`src/mms_pkg.sv`:
```
// ----------------------------------------------------------------------------
// mms_pkg
// Shared types and constants of the music sequencer.
// ----------------------------------------------------------------------------
package mms_pkg;

  localparam int unsigned Channels  = 8;
  localparam int unsigned MemWords  = 4096;
  localparam int unsigned MaxEvents = 63;

  localparam int unsigned ChW  = $clog2(Channels);
  localparam int unsigned CntW = $clog2(Channels + 1);
  localparam int unsigned AddrW = $clog2(MemWords);
  localparam int unsigned BudW  = $clog2(MaxEvents + 1);

  localparam logic [2:0] OpTick  = 3'd0;
  localparam logic [2:0] OpLoad  = 3'd1;
  localparam logic [2:0] OpStart = 3'd2;
  localparam logic [2:0] OpPlay  = 3'd3;
  localparam logic [2:0] OpStop  = 3'd4;

  localparam logic [2:0] RegEnable  = 3'd0;
  localparam logic [2:0] RegTempo   = 3'd1;
  localparam logic [2:0] RegLimit   = 3'd2;
  localparam logic [2:0] RegRestart = 3'd3;
  localparam logic [2:0] RegEnd     = 3'd4;
  localparam logic [2:0] RegInstr   = 3'd5;

  // controller to datapath
  typedef struct packed {
    logic       clr_play;   // stop, clear song time, begin arming
    logic       stop;
    logic       tick_begin; // reset budget, channel index 0
    logic       next_chan;
    logic       rd_delay;   // issue delay read at pointer or channel start
    logic       rd_cmd;     // advance pointer, issue command read
    logic       arm_load;   // load armed channel from delay word
    logic       arm_next;
    logic       arm_done;
    logic       do_cmd;     // handle the command word
    logic       add_delay;  // add delay word to due time
    logic       rewind;     // start a rewind sweep
    logic       rw_load;    // load rewound channel from delay word
    logic       rw_next;
    logic       status;     // issue status result
  } ctl_t;

  // datapath to controller
  typedef struct packed {
    logic arm_ok;     // current arm index may be armed
    logic chan_last;  // channel index past the end or none playing
    logic chan_walk;  // current channel active
    logic due;        // song time at or past due
    logic budget_out;
    logic is_restart;
    logic is_end;
    logic rw_last;    // rewind index past the end
  } sts_t;

endpackage

```
`src/mms_ctrl.sv`:
```
// ----------------------------------------------------------------------------
// mms_ctrl
// Sequencer state machine for play, tick walk and rewind.
// ----------------------------------------------------------------------------
module mms_ctrl
  import mms_pkg::*;
(
  input  logic       clk_i,
  input  logic       rst_ni,
  input  logic       start_i,
  input  logic [2:0] op_i,
  input  logic       enable_i,
  input  sts_t       sts_i,
  output ctl_t       ctl_o,
  output logic       busy_o
);

  localparam logic [3:0] SIdle    = 4'd0;
  localparam logic [3:0] SArmChk  = 4'd1;
  localparam logic [3:0] SArmRd   = 4'd2;
  localparam logic [3:0] SArmWr   = 4'd3;
  localparam logic [3:0] SChan    = 4'd4;
  localparam logic [3:0] SDue     = 4'd5;
  localparam logic [3:0] SCmdWait = 4'd6;
  localparam logic [3:0] SCmd     = 4'd7;
  localparam logic [3:0] SDlyWait = 4'd8;
  localparam logic [3:0] SDlyAdd  = 4'd9;
  localparam logic [3:0] SRwChk   = 4'd10;
  localparam logic [3:0] SRwWait  = 4'd11;
  localparam logic [3:0] SRwWr    = 4'd12;
  localparam logic [3:0] SStatus  = 4'd13;

  logic [3:0] state_q, state_d;

  always_ff @(posedge clk_i or negedge rst_ni) begin
    if (!rst_ni) begin
      state_q <= SIdle;
    end else begin
      state_q <= state_d;
    end
  end

  assign busy_o = (state_q != SIdle);

  always_comb begin
    state_d = state_q;
    ctl_o   = '0;
    case (state_q)
      SIdle: begin
        if (start_i) begin
          if (op_i == OpTick && enable_i) begin
            ctl_o.tick_begin = 1'b1;
            state_d = SChan;
          end else if (op_i == OpPlay && enable_i) begin
            ctl_o.clr_play = 1'b1;
            state_d = SArmChk;
          end else if (op_i == OpStop) begin
            ctl_o.stop = 1'b1;
          end
        end
      end
      SArmChk: begin
        if (sts_i.arm_ok) begin
          ctl_o.rd_delay = 1'b1;
          state_d = SArmRd;
        end else begin
          ctl_o.arm_done = 1'b1;
          state_d = SIdle;
        end
      end
      SArmRd: state_d = SArmWr;
      SArmWr: begin
        ctl_o.arm_load = 1'b1;
        ctl_o.arm_next = 1'b1;
        state_d = SArmChk;
      end
      SChan: begin
        if (sts_i.chan_last) begin
          state_d = SStatus;
        end else if (sts_i.chan_walk) begin
          state_d = SDue;
        end else begin
          ctl_o.next_chan = 1'b1;
        end
      end
      SDue: begin
        if (!sts_i.due) begin
          ctl_o.next_chan = 1'b1;
          state_d = SChan;
        end else if (sts_i.budget_out) begin
          state_d = SStatus;
        end else begin
          ctl_o.rd_cmd = 1'b1;
          state_d = SCmdWait;
        end
      end
      SCmdWait: state_d = SCmd;
      SCmd: begin
        ctl_o.do_cmd = 1'b1;
        if (sts_i.is_restart) begin
          ctl_o.rewind = 1'b1;
          state_d = SRwChk;
        end else if (sts_i.is_end) begin
          ctl_o.next_chan = 1'b1;
          state_d = SChan;
        end else begin
          ctl_o.rd_delay = 1'b1;
          state_d = SDlyWait;
        end
      end
      SDlyWait: state_d = SDlyAdd;
      SDlyAdd: begin
        ctl_o.add_delay = 1'b1;
        state_d = SDue;
      end
      SRwChk: begin
        if (sts_i.rw_last) begin
          state_d = SDue;
        end else begin
          ctl_o.rd_delay = 1'b1;
          state_d = SRwWait;
        end
      end
      SRwWait: state_d = SRwWr;
      SRwWr: begin
        ctl_o.rw_load = 1'b1;
        ctl_o.rw_next = 1'b1;
        state_d = SRwChk;
      end
      SStatus: begin
        ctl_o.status = 1'b1;
        state_d = SIdle;
      end
      default: state_d = SIdle;
    endcase
  end

endmodule

```
`config.mk`:
```
export PLATFORM = sky130hd
export DESIGN_NAME = mms_ctrl
export DESIGN_NICKNAME = d
export VERILOG_FILES = /design/src/mms_pkg.sv /design/src/mms_ctrl.sv
export SDC_FILE = /design/constraint.sdc
export NUM_CORES = 1
export LEC_CHECK = 0
export BUFFER_PORTS_ARGS = -buffer_cell sky130_fd_sc_hd__buf_2
export CAP_MARGIN = 20
export CORE_MARGIN = 1
export CORE_UTILIZATION = 38
export CTS_BUF_LIST = sky130_fd_sc_hd__clkbuf_16
export DETAILED_ROUTE_END_ITERATION = 8
export PLACE_DENSITY = 0.73
export RECOVER_POWER = 25
export SLEW_MARGIN = 30
export SYNTH_ARGS = -nofsm -noshare
export SYNTH_HDL_FRONTEND = slang
export SYNTH_SLANG_ARGS = --single-unit
```
`constraint.sdc`:
```
create_clock -name clk_i -period 1.2 [get_ports clk_i]
set_input_delay 0.06 -clock clk_i [delete_from_list [all_inputs] [get_ports clk_i]]
set_output_delay 0.06 -clock clk_i [all_outputs]
set_load 0.02 [all_outputs]
```
==> flow_metrics.py, run 1 <==
metrics = {
    "yosys": {
        "synthFlopType": "dfrtp_1",
        "syn_inst": 75,
        "async_flop_share_pct": 100,
        "yosys_warnings": 0,
        "netlist_area_um2": 546,
        "avgSynthCellArea_um2": 7.27,
        "synth_enable_flop_cells": 0,
        "ys_ff_latch": 4,
        "synth.distinct_cells": 33,
        "seq_area_frac_synth_pct": 18.3,
        "synth_fp_nets": 90,
    },
    "die": {
        "io_pins": 31,
        "die_h_um": 39.9,
        "start_util_pct": 41.4,
        "rows": 13,
        "dieWidth_um": 39.9,
    },
    "sta": {
        "worst-ep-kind": "primary output",
        "grt_repair_worst_endpoint": "ctl_o[13]",
    },
    "grt": {
        "grt_max_degree": 8,
    },
    "cts": {
        "cts-buffers-inserted": 3,
        "cts_sinks": 4,
        "cts-root-buf": "clkbuf_16",
        "cts.path.max_buffers": 2,
        "cts_htree_levels": 1,
    },
    "placement": {
        "io_buffers": 30,
        "place_congestion": 0.887,
        "placed_cells": 138,
        "dp.final_hpwl_um": 1580,
    },
    "status": {
        "failing_step": "5_1_grt",
        "outcome": "aborted with a tool error",
        "error": "[ERROR DPL-0038] Utilization greater than 100%, impossible to legalize",
    },
}
## cell families after synthesis
family                 count (synthesis)  synth area share (%)
flip-flops                             4                  18.3
buffers and inverters                 10                  11.7
XOR/XNOR                               1                  1.61
AND/OR/NAND/NOR                       44                  45.6
AO/OA/AOI/OAI                         16                  22.7
## stage by stage
step / setup WS (ns) / TNS [ns] / util (%) / cell area (um^2)
4_1_cts: -0.259 / -3.24 / 92.7 / 1220
3_5_place_dp: -0.151 / -1.11 / 67.0 / 883
3_3_place_gp: -0.138 / -0.807 / 67.0 / 883
2_1_floorplan: -0.135 / -0.498 / - / 587
## what timing repair did
| item | in CTS |
|---|---|
| endpoints found under the hold margin | 4 |
| pin swaps | 7 |
| buffers inserted | 11 |
| hold buffers | 1 |
| resized for setup | 43 |
| endpoints found under the setup margin | 20 |
## Yosys cell counts (2+ instances only)
| cell | count | share of area (%) |
|---|---|---|
| nor2_1 | 10 | 6.9 |
| nand2_1 | 8 | 5.5 |
| buf_4 | 5 | 6.9 |
| nand2b_1 | 5 | 5.7 |
| nor3_1 | 5 | 4.6 |
| dfrtp_1 | 4 | 18 |
| inv_1 | 4 | 2.8 |
| nand3_1 | 3 | 2.8 |
| nor4_1 | 3 | 3.4 |
| a21oi_1 | 2 | 1.8 |
| a31oi_1 | 2 | 2.3 |
| o21ai_1 | 2 | 1.8 |
| o221ai_1 | 2 | 3.2 |
==> inputs of run 2 (changes only) <==
--- a/config.mk
+++ b/config.mk
@@ -7,11 +7,10 @@
 export LEC_CHECK = 0
 export BUFFER_PORTS_ARGS = -buffer_cell sky130_fd_sc_hd__buf_2
 export CAP_MARGIN = 20
-export CORE_MARGIN = 1
-export CORE_UTILIZATION = 38
-export CTS_BUF_LIST = sky130_fd_sc_hd__clkbuf_16
+export CORE_AREA = 2 2 63 65
 export DETAILED_ROUTE_END_ITERATION = 8
-export PLACE_DENSITY = 0.73
+export DIE_AREA = 0 0 65 67
+export PLACE_DENSITY_LB_ADDON = 0.15
 export RECOVER_POWER = 25
 export SLEW_MARGIN = 30
 export SYNTH_ARGS = -nofsm -noshare
==> constraint.sdc (replaced) <==
create_clock -name clk_i -period 1.6 [get_ports clk_i]
set_input_delay 0.08 -clock clk_i [delete_from_list [all_inputs] [get_ports clk_i]]
set_output_delay 0.08 -clock clk_i [all_outputs]
set_load 0.02 [all_outputs]
==> flow_metrics.py, run 2 <==
metrics = {
    "grt": {
        "grt_pass1_vias": 656,
        "grt.total_usage_pct": 9.02,
        "grt_pass1_wl_um": 3070,
        "antenna_found_initial": 0,
        "grt_max_degree": 14,
        "gr-total-overflow": 0,
    },
    "cells_and_area": {
        "insertedDiodeCount": 0,
        "final_common_cell": "buf_2",
        "regMostFlops": "state_q",
        "layout_common_cells": "buf_2, nand2_1, nor2_1, buf_4",
        "design_area_um2": 861,
        "fin_util_pct": 23.9,
        "nets": 129,
        "synthToLayoutAreaGrowth_pct": 57.8,
        "drive_gt1_share_pct": 50.9,
        "reg_top3": "state_q (4)",
        "largest_reg_flops": 4,
        "fillers": 404,
    },
    "detailed_routing": {
        "routed_wl_um": 1900,
        "dr.pass1.iters": 4,
        "postRouteAntennaNets": 0,
        "wl_per_cell_um": 11.9,
        "drt-initial-drc-count": 16,
        "vias_per_cell": 4.34,
        "drc": 0,
        "vias": 694,
    },
    "yosys": {
        "ys_ff_latch": 4,
        "seq_area_frac_synth_pct": 18.3,
        "async_flop_share_pct": 100,
        "synth_enable_flop_cells": 0,
        "avgSynthCellArea_um2": 7.27,
        "synth_compound_area_share_pct": 22.7,
        "netlist_area_um2": 546,
        "synthSimpleGateAreaFrac_pct": 45.6,
        "muxShareOfSynthArea_pct": 0,
        "yosysTopAreaCellShare_pct": 18.3,
        "synth_top_family_by_area": "simple AND/OR/NAND/NOR gates",
        "synth_top_area_cell": "dfrtp_1",
        "synth.top_cells.by_area": "dfrtp_1, buf_4, nor2_1",
        "synth_fa_ha_area_share_pct": 0,
        "synthFlopType": "dfrtp_1",
        "post-synth-top-count-cell": "nor2_1",
        "yosys_warnings": 0,
        "yosys-top-cells-count": "nor2_1, nand2_1, buf_4, nand2b_1, nor3_1",
        "synth_fp_nets": 90,
        "syn_inst": 75,
        "synth.distinct_cells": 33,
        "yosys.area_share.xor_xnor_pct": 1.61,
    },
    "cts": {
        "cts.path.max_buffers": 2,
        "cts_htree_levels": 1,
        "tritoncts": "done",
        "cts-buffers-inserted": 3,
        "cts-root-buf": "clkbuf_8",
        "cts_sinks": 4,
        "clk_pin_slew_worst_paths_ns": 0.03,
        "clock_latency_ns": 0.21,
    },
    "setup_path": {
        "path_max_fanout": 9,
        "critPathLaunchType": "flip-flop",
        "end_kind": "output port",
        "r2r_slack_ns": 0.23,
        "r2r-start": "state_q[1]",
        "required_ns": 1.52,
        "cp.arrival_ns": 1.45,
        "r2r_cells": 5,
        "r2r-end": "state_q[0]",
        "path_class": "flip-flop to output port",
    },
    "die": {
        "io_pins": 31,
        "core_area_mm2": 0.00361,
        "start_util_pct": 15.1,
        "die_h_um": 67,
        "dieWidth_um": 65,
        "rows": 22,
        "die_area_mm2": 0.00436,
    },
    "sta": {
        "hold_viol": 0,
        "worst_pin_slew_ns": 0.297,
        "final.setup.worst_slack_ns": 0.0729,
        "period_needed_ns": 1.53,
        "fin_tns_setup_ns": 0,
        "rsz0062_at_grt": "true",
        "final.period_utilization_pct": 95.4,
        "max_freq_ghz": 0.655,
        "fin_worst_skew_ns": 0.00254,
        "setup_viol": 0,
        "slew_headroom_pct": 80.0,
        "slew_viol_final": 0,
    },
    "placement": {
        "io_buffers": 30,
        "dp.final_hpwl_um": 1520,
        "dp_worst_setup_slack_ns": 0.128,
        "place_area_um2": 736,
        "place_congestion": 0.765,
    },
    "min_path": {
        "worstHoldPathType": "primary input to asynchronous set/reset pin",
    },
    "pwr": {
        "peakVddDrop_uv": 442,
        "leakagePower_uw": 0.000393,
        "power_density_mw_per_mm2": 1690,
        "total_power_uw": 1450,
    },
    "status": {
        "outcome": "finished clean",
    },
    "job": {
        "drv_cap": 0,
    },
}
## run 2: cell counts after synthesis
Identical to the previous run, type by type.
## run 2: power breakdown
group	switching (uW)	internal [uW]	total [uW]	leakage (uW)
registers	130	160	289	0.0000466
logic	522	435	957	0.000325
clock network	48.4	160	208	0.0000216
## run 2: cell type report
class / instances / area (um^2) / area share, %
tap: 48 / 60.1 / 6.98
multi-input combinational: 61 / 415 / 48.3
timing repair buffer: 40 / 224 / 26.0
clock buffer: 3 / 41.3 / 4.80
inverter: 4 / 15.0 / 1.74
sequential: 4 / 105 / 12.2
## run 2: per-layer routing
| layer | GRT usage [%] | up-vias | routed length [um] | part of all wire (%) |
|---|---|---|---|---|
| met5 | 0 | - | 0 | 0 |
| met4 | 2.39 | 0 | 17 | 0.89 |
| met3 | 2.70 | 2 | 151 | 7.9 |
| met2 | 15.1 | 36 | 896 | 47 |
| met1 | 11.2 | 307 | 837 | 44 |
| li1 | - | 349 | - | - |
## run 2: worst max-delay path by stage
stage / start / end / slack, ns / cells after the start
after floorplan: state_q[0] / ctl_o[10] / 0.1 / 3
after global placement: state_q[1] / ctl_o[10] / 0.09 / 5
after detailed placement: state_q[1] / ctl_o[10] / 0.13 / 5
after CTS: state_q[1] / ctl_o[13] / 0.01 / 4
after global routing: state_q[3] / ctl_o[11] / -0.004 / 4
final: state_q[0] / ctl_o[10] / 0.07 / 5
## run 2: cell families after synthesis
logic type,count (synthesis)
compound gates,16
xor+xnor,1
buf+inv,10
flops,4
simple gates,44
## run 2: critical path: stages (launching register included)
cell	delay, ns
dfrtp_2	0.47
nand2b_1	0.20
nor3_2	0.15
o21ai_1	0.12
o41ai_1	0.07
buf_2	0.22
## run 2: stage by stage
stage / std cells / hold slack (ns)
2_1_floorplan: 75 / -0.216
3_3_place_gp: 150 / -0.105
3_5_place_dp: 150 / -0.108
4_1_cts: 154 / 0.199
5_1_grt: 160 / 0.259
6_report: 160 / 0.226
## run 2: what timing repair did
item,CTS,global route
buffers inserted,0,6
endpoints found under the hold margin,4,0
endpoints found under the setup margin,3,3
pin swaps,0,1
resized for setup,6,5
hold buffers,1,0
Note: power is estimated with default switching activity, not from simulation.
